$ cat src/rtl/sus_pkg.sv
package sus_pkg;

    // Request codes
    localparam logic [2:0] REQ_INSERT   = 3'd0;
    localparam logic [2:0] REQ_POP      = 3'd1;
    localparam logic [2:0] REQ_DELETE   = 3'd2;
    localparam logic [2:0] REQ_CONTAINS = 3'd3;
    localparam logic [2:0] REQ_CLEAR    = 3'd4;

    // Result status codes
    localparam logic [1:0] ST_OK       = 2'd0;
    localparam logic [1:0] ST_FULL     = 2'd1;
    localparam logic [1:0] ST_EMPTY    = 2'd2;
    localparam logic [1:0] ST_NOTFOUND = 2'd3;

    // Update command broadcast to every cell
    typedef enum logic [2:0] {
        CMD_HOLD   = 3'd0,
        CMD_INSERT = 3'd1,
        CMD_DELETE = 3'd2,
        CMD_POP    = 3'd3,
        CMD_CLEAR  = 3'd4
    } t_cmd;

    // Broadcast control: compare strobe, update command, request value
    typedef struct packed {
        logic               cmp;
        t_cmd               cmd;
        logic signed [31:0] val;
    } t_cell_ctl;

    // What a cell shows to its neighbors
    typedef struct packed {
        logic signed [31:0] val;
        logic               vld;
        logic               lt;
    } t_link;

endpackage

$ cat src/rtl/sus_cell.sv
module sus_cell
    import sus_pkg::*;
(
    input  logic      i_clk,
    input  logic      i_rst_n,
    input  t_cell_ctl i_ctl,
    input  t_link     i_left,
    input  t_link     i_right,
    output t_link     o_link,
    output logic      o_eq
);

    logic signed [31:0] r_val, n_val;
    logic               r_vld, n_vld;
    logic               r_lt, n_lt;
    logic               r_eq, n_eq;

    // Compare, then shift or load according to the broadcast command
    always_comb begin
        n_val = r_val;
        n_vld = r_vld;
        n_lt  = r_lt;
        n_eq  = r_eq;
        if (i_ctl.cmp) begin
            n_lt = r_vld && (r_val < i_ctl.val);
            n_eq = r_vld && (r_val == i_ctl.val);
        end
        case (i_ctl.cmd)
            CMD_INSERT: begin
                // cells at or after the insert slot move one place right
                if (!r_lt) begin
                    if (i_left.lt) begin
                        n_val = i_ctl.val;
                        n_vld = 1'b1;
                    end else begin
                        n_val = i_left.val;
                        n_vld = i_left.vld;
                    end
                end
            end
            CMD_DELETE: begin
                if (!r_lt) begin
                    n_val = i_right.val;
                    n_vld = i_right.vld;
                end
            end
            CMD_POP: begin
                n_val = i_right.val;
                n_vld = i_right.vld;
            end
            CMD_CLEAR: begin
                n_vld = 1'b0;
            end
            default: begin
            end
        endcase
    end

    always_ff @(posedge i_clk) begin
        if (!i_rst_n) begin
            r_vld <= 1'b0;
        end else begin
            r_vld <= n_vld;
        end
        r_val <= n_val;
        r_lt  <= n_lt;
        r_eq  <= n_eq;
    end

    assign o_link = '{val: r_val, vld: r_vld, lt: r_lt};
    assign o_eq   = r_eq;

    // Valid entries form a prefix of the chain
    a_vld_prefix: assert property (@(posedge i_clk) disable iff (!i_rst_n)
        i_right.vld |-> r_vld)
        else $error("valid entry after an empty cell");

    // Neighboring entries are strictly ascending
    a_sorted: assert property (@(posedge i_clk) disable iff (!i_rst_n)
        (r_vld && i_right.vld) |-> (r_val < i_right.val))
        else $error("entries out of order");

endmodule

$ cat src/rtl/sorted_unique_set_top.sv
// Requests pass through the accept, compare and apply steps; the result is registered
// out of the apply step, and no new request is taken until the block is idle again.
// The cell row compares in the compare step and shifts in the apply step.
// A stalled output holds the block in the apply step until taken.
// Reset (synchronous, active low) empties the set and drops any pending result.
module sorted_unique_set_top
    import sus_pkg::*;
#(
    parameter int CAPACITY = 16
) (
    input  logic               i_clk,
    input  logic               i_rst_n,
    input  logic               i_in_valid,
    output logic               o_in_ready,
    input  logic [2:0]         i_req_type,
    input  logic signed [31:0] i_value,
    output logic               o_out_valid,
    input  logic               i_out_ready,
    output logic [1:0]         o_status,
    output logic               o_found,
    output logic signed [31:0] o_popped_value
);

    typedef enum logic [2:0] {
        ST_IDLE  = 3'b001,
        ST_CMP   = 3'b010,
        ST_APPLY = 3'b100
    } t_state;

    t_state             r_state, n_state;
    logic [2:0]         r_req_type;
    logic signed [31:0] r_value;
    logic               r_out_valid, n_out_valid;
    logic [1:0]         r_status, n_status;
    logic               r_found, n_found;
    logic signed [31:0] r_popped, n_popped;

    t_cell_ctl          w_ctl;
    t_link              w_link [0:CAPACITY+1];
    logic [CAPACITY-1:0] w_eq;
    logic               w_hit;
    logic               w_full;
    logic               w_fire;

    // Chain boundaries: left end marks the insert slot, right end is empty
    assign w_link[0]          = '{val: '0, vld: 1'b0, lt: 1'b1};
    assign w_link[CAPACITY+1] = '{val: '0, vld: 1'b0, lt: 1'b0};

    // Row of cells
    for (genvar gi = 0; gi < CAPACITY; gi++) begin : g_cell
        sus_cell u_cell (
            .i_clk   (i_clk),
            .i_rst_n (i_rst_n),
            .i_ctl   (w_ctl),
            .i_left  (w_link[gi]),
            .i_right (w_link[gi+2]),
            .o_link  (w_link[gi+1]),
            .o_eq    (w_eq[gi])
        );
    end

    assign w_hit  = |w_eq;
    assign w_full = w_link[CAPACITY].vld;
    assign w_fire = (r_state == ST_APPLY) && (!r_out_valid || i_out_ready);

    // Sequencer, command decode and result formation
    always_comb begin
        n_state     = r_state;
        n_out_valid = r_out_valid && !i_out_ready;
        n_status    = r_status;
        n_found     = r_found;
        n_popped    = r_popped;
        w_ctl.cmp   = (r_state == ST_CMP);
        w_ctl.cmd   = CMD_HOLD;
        w_ctl.val   = r_value;
        case (r_state)
            ST_IDLE: begin
                if (i_in_valid) begin
                    n_state = ST_CMP;
                end
            end
            ST_CMP: begin
                n_state = ST_APPLY;
            end
            ST_APPLY: begin
                if (w_fire) begin
                    n_state     = ST_IDLE;
                    n_out_valid = 1'b1;
                    n_status    = ST_OK;
                    n_found     = 1'b0;
                    n_popped    = '0;
                    case (r_req_type)
                        REQ_INSERT: begin
                            if (!w_hit) begin
                                if (w_full) begin
                                    n_status = ST_FULL;
                                end else begin
                                    w_ctl.cmd = CMD_INSERT;
                                end
                            end
                        end
                        REQ_POP: begin
                            if (!w_link[1].vld) begin
                                n_status = ST_EMPTY;
                            end else begin
                                n_popped  = w_link[1].val;
                                w_ctl.cmd = CMD_POP;
                            end
                        end
                        REQ_DELETE: begin
                            if (!w_hit) begin
                                n_status = ST_NOTFOUND;
                            end else begin
                                w_ctl.cmd = CMD_DELETE;
                            end
                        end
                        REQ_CONTAINS: begin
                            n_found = w_hit;
                        end
                        REQ_CLEAR: begin
                            w_ctl.cmd = CMD_CLEAR;
                        end
                        default: begin
                        end
                    endcase
                end
            end
            default: begin
                n_state = ST_IDLE;
            end
        endcase
    end

    always_ff @(posedge i_clk) begin
        if (!i_rst_n) begin
            r_state     <= ST_IDLE;
            r_out_valid <= 1'b0;
        end else begin
            r_state     <= n_state;
            r_out_valid <= n_out_valid;
        end
        if (r_state == ST_IDLE && i_in_valid) begin
            r_req_type <= i_req_type;
            r_value    <= i_value;
        end
        r_status <= n_status;
        r_found  <= n_found;
        r_popped <= n_popped;
    end

    assign o_in_ready     = (r_state == ST_IDLE);
    assign o_out_valid    = r_out_valid;
    assign o_status       = r_status;
    assign o_found        = r_found;
    assign o_popped_value = r_popped;

    // A new result only appears out of the apply step
    a_result_src: assert property (@(posedge i_clk) disable iff (!i_rst_n)
        $rose(r_out_valid) |-> $past(r_state == ST_APPLY))
        else $error("result raised outside apply step");

    // The compare step is always followed directly by the apply step
    a_cmp_one: assert property (@(posedge i_clk) disable iff (!i_rst_n)
        (r_state == ST_CMP) |=> (r_state == ST_APPLY))
        else $error("compare step did not advance");

    // A full status is only reported while the last cell is occupied
    a_full_ok: assert property (@(posedge i_clk) disable iff (!i_rst_n)
        ($rose(r_out_valid) && r_status == ST_FULL) |-> w_full)
        else $error("full reported with free capacity");

endmodule
$ cat config.mk
export PLATFORM = sky130hd
export DESIGN_NAME = sorted_unique_set_top
export DESIGN_NICKNAME = d
export VERILOG_FILES = /design/src/rtl/sus_pkg.sv /design/src/rtl/sus_cell.sv /design/src/rtl/sorted_unique_set_top.sv
export SDC_FILE = /design/constraint.sdc
export NUM_CORES = 2
export LEC_CHECK = 0
export BUFFER_PORTS_ARGS = -buffer_cell sky130_fd_sc_hd__buf_2
export CAP_MARGIN = 10
export CORE_ASPECT_RATIO = 0.9
export CORE_UTILIZATION = 36
export CTS_BUF_LIST = sky130_fd_sc_hd__clkbuf_8
export CTS_CLUSTER_SIZE = 14
export DETAILED_ROUTE_END_ITERATION = 8
export GPL_TIMING_DRIVEN = 0
export PLACE_DENSITY_LB_ADDON = 0.2
export SYNTH_ARGS = -nofsm -noshare
export SYNTH_HDL_FRONTEND = slang
export SYNTH_SLANG_ARGS = --single-unit
$ cat constraint.sdc
create_clock -name i_clk -period 5.6 [get_ports i_clk]
set_input_delay 0.28 -clock i_clk [delete_from_list [all_inputs] [get_ports i_clk]]
set_output_delay 0.28 -clock i_clk [all_outputs]
set_load 0.02 [all_outputs]
# Yosys cells after proc, flatten, opt, wreduce, memory -nomap -nowiden

Index checks and enable logic that the tools add are counted.

Flip-flop bits (word level): 634
Latch bits: 0
Memory bits (writable): 0
ROM bits: 0
Bits of input ports: 39
Output and inout bits: 37
Logic and storage cells: 370
Memories: 0

$add $sub $neg: 0
Multiply operators: 0
Divide/modulo/power cells: 0
Order comparisons: 16
Equal/unequal tests: 61
Shift operators: 0
Multiplexer cells: 143
Bitwise operators: 0
Reduce and logical (&&, ||, !) cells: 79

Operators with widths:

| cell                                                             | number |
|---|---|
| 32-bit one-hot mux with 3 select lines                           | 16 |
| 32-bit two-way mux                                               | 47 |
| 32-bit == test                                                   | 16 |
| 32-bit less-than comparator                                      | 16 |
| 3-bit AND reduction                                              | 32 |
| 2-bit != test (second input constant)                            | 34 |
| 1-bit one-hot mux with 4 select lines                            | 15 |
| 1-bit two-way mux                                                | 53 |
| 1-bit logical AND                                                | 35 |
| 16-bit OR reduction                                              | 1 |
| 3-bit by 2-bit == test with 1-bit output (second input constant) | 5 |
| 3-bit two-way mux                                                | 4 |
| 3-bit one-hot mux with 4 select lines                            | 1 |
| 3-bit by 1-bit == test with 1-bit output (second input constant) | 3 |
| 3-bit == test (second input constant)                            | 3 |
| 3-bit one-hot mux with 3 select lines                            | 1 |
| 2-bit two-way mux                                                | 4 |
| 2-bit one-hot mux with 3 select lines                            | 1 |
| 2-bit AND reduction                                              | 3 |
| 3-bit nonzero test                                               | 2 |
| 4-bit nonzero test                                               | 1 |
| 3-bit logical NOT                                                | 1 |
| 1-bit one-hot mux with 3 select lines                            | 1 |
| 1-bit logical NOT                                                | 2 |
| 2 further kinds                                                  | 2 |

# Longest topological paths before layout

Depth after elaboration: 9
Gate-level depth with buffers: 10
Depth with buffers taken out: 8

# Hierarchy

Synthesis repeated with hierarchy kept, for this count alone.

Cell total of the unflattened synthesis: 4,548
Area, all modules: 44,636.6 um^2

Modules (own cells, without submodules):

| module                | times used | cells each | area an instance (um^2) | sequential area each (um^2) |
|---|---|---|---|---|
| sus_cell              | 16         | 275        | 2,622.5                 | 1,041.0 |
| sorted_unique_set_top | 1          | 148        | 2,676.3                 | 2,182.1 |

# Worst setup path before layout

OpenSTA, ideal clock, no wires.

Kind: reg-to-reg
Start point: register g_cell[13].u_cell.r_eq
End point: register g_cell[0].u_cell.r_val[0], enable pin
Library setup time: 0.432 ns
Arrival time: 3.155 ns
Required time: 5.168 ns
Path slack: 2.013 ns
Stages on the path, launching flop included: 8
Buffers on the path: 1
Clock period less this slack: 3.587 ns
Cells stage by stage: edfxtp_1 nor4_1 and4_1 a21oi_1 nor3_1 nor2_1 clkbuf_1 a21oi_1

Cells in the longest elaborated chain, start to end: 8
Elaborated cells on any way between the ends: 13
Classes of those cells: eq/ne (5); mux (5); reduce/logical (3)

Ends and longest elaborated chain:

| item                                                                                                 | line                                                      | source |
|---|---|---|
| from (decl)                                                                                          | sus_cell.sv:16                                            | `logic r_eq, n_eq;` |
| from (signal assigned)                                                                               | sus_cell.sv:67                                            | `r_eq <= n_eq;` |
| 16-bit OR reduction *                                                                                | sorted_unique_set_top.sv:62                               | `assign w_hit = \|w_eq;` |
| 1-bit two-way mux or 2-bit two-way mux (tied branches)                                               | sorted_unique_set_top.sv:94, sorted_unique_set_top.sv:111 |  |
| 3-bit one-hot mux with 4 select lines *                                                              | sorted_unique_set_top.sv:92                               | `case (r_req_type)` |
| 3-bit two-way mux *                                                                                  | sorted_unique_set_top.sv:86                               | `if (w_fire) begin` |
| 3-bit two-way mux *                                                                                  | sorted_unique_set_top.sv:76                               | `case (r_state)` |
| 3-bit by 2-bit == test with 1-bit output or 3-bit by 1-bit == test with 1-bit output (tied branches) | sus_cell.sv:28                                            | `case (i_ctl.cmd)` |
| 2-bit != test (no line) or 3-bit nonzero test (tied branches)                                        | n/a                                                       |  |
| 3-bit AND reduction (no line) *                                                                      | n/a                                                       |  |
| to (signal assigned)                                                                                 | sus_cell.sv:65                                            | `r_val <= n_val;` |
| to (decl)                                                                                            | sus_cell.sv:13                                            | `logic signed [31:0] r_val, n_val;` |

Mark *: on every way between the ends. The rest lies on a longest branch, timed or not.
A chain may end at the register's enable or synchronous reset.

# Final worst setup path

Start point: register r_value[31]
End point: register g_cell[9].u_cell.r_lt, data pin

Cells in the longest elaborated chain, start to end: 2

Ends and longest elaborated chain:

| item                        | line                         | source |
|---|---|---|
| from (decl)                 | sorted_unique_set_top.sv:32  | `logic signed [31:0] r_value;` |
| from (signal assigned)      | sorted_unique_set_top.sv:144 | `r_value <= i_value;` |
| 32-bit less-than comparator | sus_cell.sv:25               | `n_lt = r_vld && (r_val < i_ctl.val);` |
| 1-bit logical AND           | sus_cell.sv:25               |  |
| to (signal assigned)        | sus_cell.sv:66               | `r_lt <= n_lt;` |
| to (decl)                   | sus_cell.sv:15               | `logic r_lt, n_lt;` |

Every way passes these cells.

==> flow_summary.ini <==
[timing]
slew-limit-headroom_pct = 7.49
finClkSkew_ns = 0.0436
fin_tns_setup_ns = 0
fmax_ghz = 0.200
grt_setup_unrepaired = no
final_max_slew_viol_count = 0
hold_slack_ns = 0.156
min_period_ns = 4.99
worst_slew_pin_slew_ns = 1.37
hold_viol = 0
finalCritPeriodShare_pct = 89.1
finalSetupViolCount = 0

[critical_path]
cp.arrival_ns = 5.52
critical_path_peak_fanout = 17
worstPathCellList = clkbuf_1 > inv_1 > ha_1 > nand2_1 > or4_1 > nor4_1 > o31ai_1 > o2111ai_1 > mux2i_1
start_kind = flop
crit_type = reg2reg
slowest_delay_ns = 0.74
critPathSlowestCell = nor4_1
crit_required_ns = 6.13
worst_setup_path_end_kind = flop

[cts]
clkTransAtPathRegs_ns = 0.07
cts_buffers = 121
cts_tree = built
htree_levels = 3
clock_latency_ns = 0.79
clock-root-buffer = clkbuf_8
clock_sinks = 634
cts_buffer_depth = 3

[yosys]
synth_fp_nets = 4488
yosysWarnings = 0
async_reset_ff_share_pct = 0
synth_area_um2 = 41700
syn_avg_cell_area_um2 = 10.6
synth_cell_type_count = 67
synth_edf_count = 614
yosysSeqAreaShare_pct = 45.2
synth_top_area_cell = edfxtp_1
synth-seq-cells = 634
ys.flop_type = edfxtp_1
synth_cells = 3937
yosys-top-cells-area = edfxtp_1 44%, ha_1 15%, mux2i_1 12%, nand2_1 5.3%, o21ai_0 5.0%
synth_top_area_share_pct = 44.2

[floorplan]
fp.dieW_um = 361
coreArea_um2 = 115000
rows = 118
start_util_pct = 36.3
dieArea_um2 = 117000
io_pins = 76
die_y_um = 325

[routing]
ant_nets = 0
vias = 32810
drt_iter0_markers = 2894
drcViolationCount = 0
wl_per_cell_um = 23.7
drt_wl_total_mm = 137
dr.pass1.iters = 5
viasPerCell = 5.66

[cells_and_area]
fill_cells = 11323
nets = 4744
final_area_um2 = 47200
areaGrowthSynthToFinish_pct = 13.2
multi_input_area_um2 = 21700
drive_gt1_share_pct = 8.48
ff_latch_area_um2 = 18800

[power]
switchingPower_mw = 2.82
p_int_mw = 7.76
power-per-cell-area_nw_per_um2 = 224
sw_frac_of_total_pct = 26.6
clkPwrFrac_pct = 41.1
pwr-share-seq_pct = 49.8
p_leak_nw = 18.6
ir_drop_uv = 179
combPwrFrac_pct = 9.1

[placed_design]
placed_area_um2 = 44600
io_buffers = 74
globalplace.congestion = 0.902
dp_hpwl_mm = 109

[grt]
grt_pass1_vias = 33184
grt_usage_pct = 22.9
grt_max_degree = 26
grt_pass1_wl_mm = 205
antenna_found_initial = 2
gr-total-overflow = 0

[outcome]
status = finished, final reports clean

[run]
drv_cap = 0

[worst_hold_path]
hp-class = in2reg
## cells in the final DEF, fill, tap and decap left out, drive strengths merged, types with 24 or more instances in the layout
| cell | synthesis | final |
|---|---|---|
| a211oi | 26 | 26 |
| a21o | 59 | 59 |
| a21oi | 167 | 167 |
| and2 | 33 | 33 |
| buf | 79 | 174 |
| clkbuf | 138 | 273 |
| clkinv | 0 | 44 |
| dlygate4sd3 | 0 | 37 |
| edfxtp | 614 | 614 |
| ha | 512 | 512 |
| inv | 74 | 115 |
| mux2i | 497 | 497 |
| nand2 | 584 | 584 |
| nand3 | 69 | 69 |
| nand4 | 102 | 102 |
| nor2 | 131 | 131 |
| nor2b | 32 | 32 |
| nor3 | 24 | 24 |
| o21ai | 569 | 569 |
## sequential cells by signal, summed over array words and instances (netlist names)
register             flops
g_cell.u_cell.o_eq      16
g_cell.u_cell.r_lt      16
g_cell.u_cell.r_val    512
g_cell.u_cell.r_vld     16
o_found                  1
o_out_valid              1
o_popped_value          32
o_status                 2
r_req_type               3
r_state                  3
r_value                 32
## synth_stat cells (69+ instances only)
cell type and n:
nand4_1 102, nand3_1 69, ha_1 512, a21oi_1 167, mux2i_1 497, edfxtp_1 614
nand2_1 583, clkbuf_1 138, inv_1 73, o21ai_1 151, o21ai_0 417, nor2_1 131
## stage by stage
stage / setup WS (ns) / power [mW] / cells / utilization [%]
2_1_floorplan: 2.01 / 5.97 / 3937 / -
5_1_grt: 0.487 / 11.0 / 5797 / 41.1
3_3_place_gp: -0.871 / 6.27 / 5511 / 38.2
6_report: 0.611 / 10.6 / 5801 / 41.1
3_5_place_dp: 0.708 / 6.30 / 5533 / 38.8
4_1_cts: 0.690 / 10.7 / 5792 / 41.1
## area by class of cell
type                       instances  share of cell area, %
antenna                            9                 0.0477
buffer                           217                   2.14
clock buffer                     135                   3.94
clock inverter                    87                  0.750
inverter                          74                  0.589
multi-input combinational       3012                   46.1
sequential                       634                   39.9
tap                             1500                   3.98
timing repair buffer             133                   2.56
## path summary, 6_finish.rpt
path / cells after the start / startpoint / end / slack (ns)
max reg2reg: 9 / r_value[31]$_DFFE_PP_ / g_cell[9].u_cell.r_lt$_DFFE_PP_ / 0.61
min: 2 / i_rst_n / g_cell[4].u_cell.r_vld$_SDFFE_PN0P_ / 0.16
max: 9 / r_value[31]$_DFFE_PP_ / g_cell[9].u_cell.r_lt$_DFFE_PP_ / 0.61
min reg2reg: 2 / g_cell[15].u_cell.r_val[7]$_SDFFCE_PP0P_ / g_cell[14].u_cell.r_val[7]$_DFFE_PP_ / 0.57
## worst max-delay path: cells and delay by family, from the launching register on
family | cells | cell delay, ns
compound gates | 2 | 0.80
fa+ha+maj | 1 | 0.54
buf+inv | 2 | 1.19
flops | 1 | 0.58
mux | 1 | 0.10
simple gates | 3 | 1.52
## layer usage
| metal | share of wire (%) | wire length (um) | up-vias | GRT usage (%) |
|---|---|---|---|---|
| met5 | 0.013 | 18 | - | 0 |
| met4 | 2.1 | 2910 | 2 | 5.85 |
| met3 | 5.8 | 7930 | 153 | 2.66 |
| met2 | 44 | 60400 | 939 | 35.4 |
| met1 | 48 | 66000 | 16317 | 33.7 |
| li1 | - | - | 15399 | - |
## timing repair
| item | 4_1_cts | 5_1_grt |
|---|---|---|
| hold buffers | 37 | 0 |
| gates resized for setup | 0 | 0 |
| setup endpoints to repair | 0 | 0 |
| setup buffers | 0 | 0 |
| endpoints found under the hold margin | 39 | 0 |
## power groups by stage
| stage | Sequential [mW] | Clock (mW) | Combinational [mW] |
|---|---|---|---|
| 6_report | 5.27 | 4.35 | 0.966 |
| 5_1_grt | 5.27 | 4.64 | 1.08 |
| 4_1_cts | 5.27 | 4.44 | 0.961 |
| 3_5_place_dp | 5.37 | 0 | 0.936 |
| 3_3_place_gp | 5.37 | 0 | 0.898 |
| 2_1_floorplan | 5.33 | 0 | 0.636 |
## cells by family (layout without fill, tap and decap cells)
logic type	Yosys count	after routing	synth area share [%]
fa+ha+maj	512	512	15.4
other cells	0	9	0
simple gates	1063	1063	11.6
mux	498	498	12.0
buf+inv	291	646	3.10
flops	634	634	45.2
compound gates	939	939	12.8
Note: power is estimated with default switching activity, not from simulation.
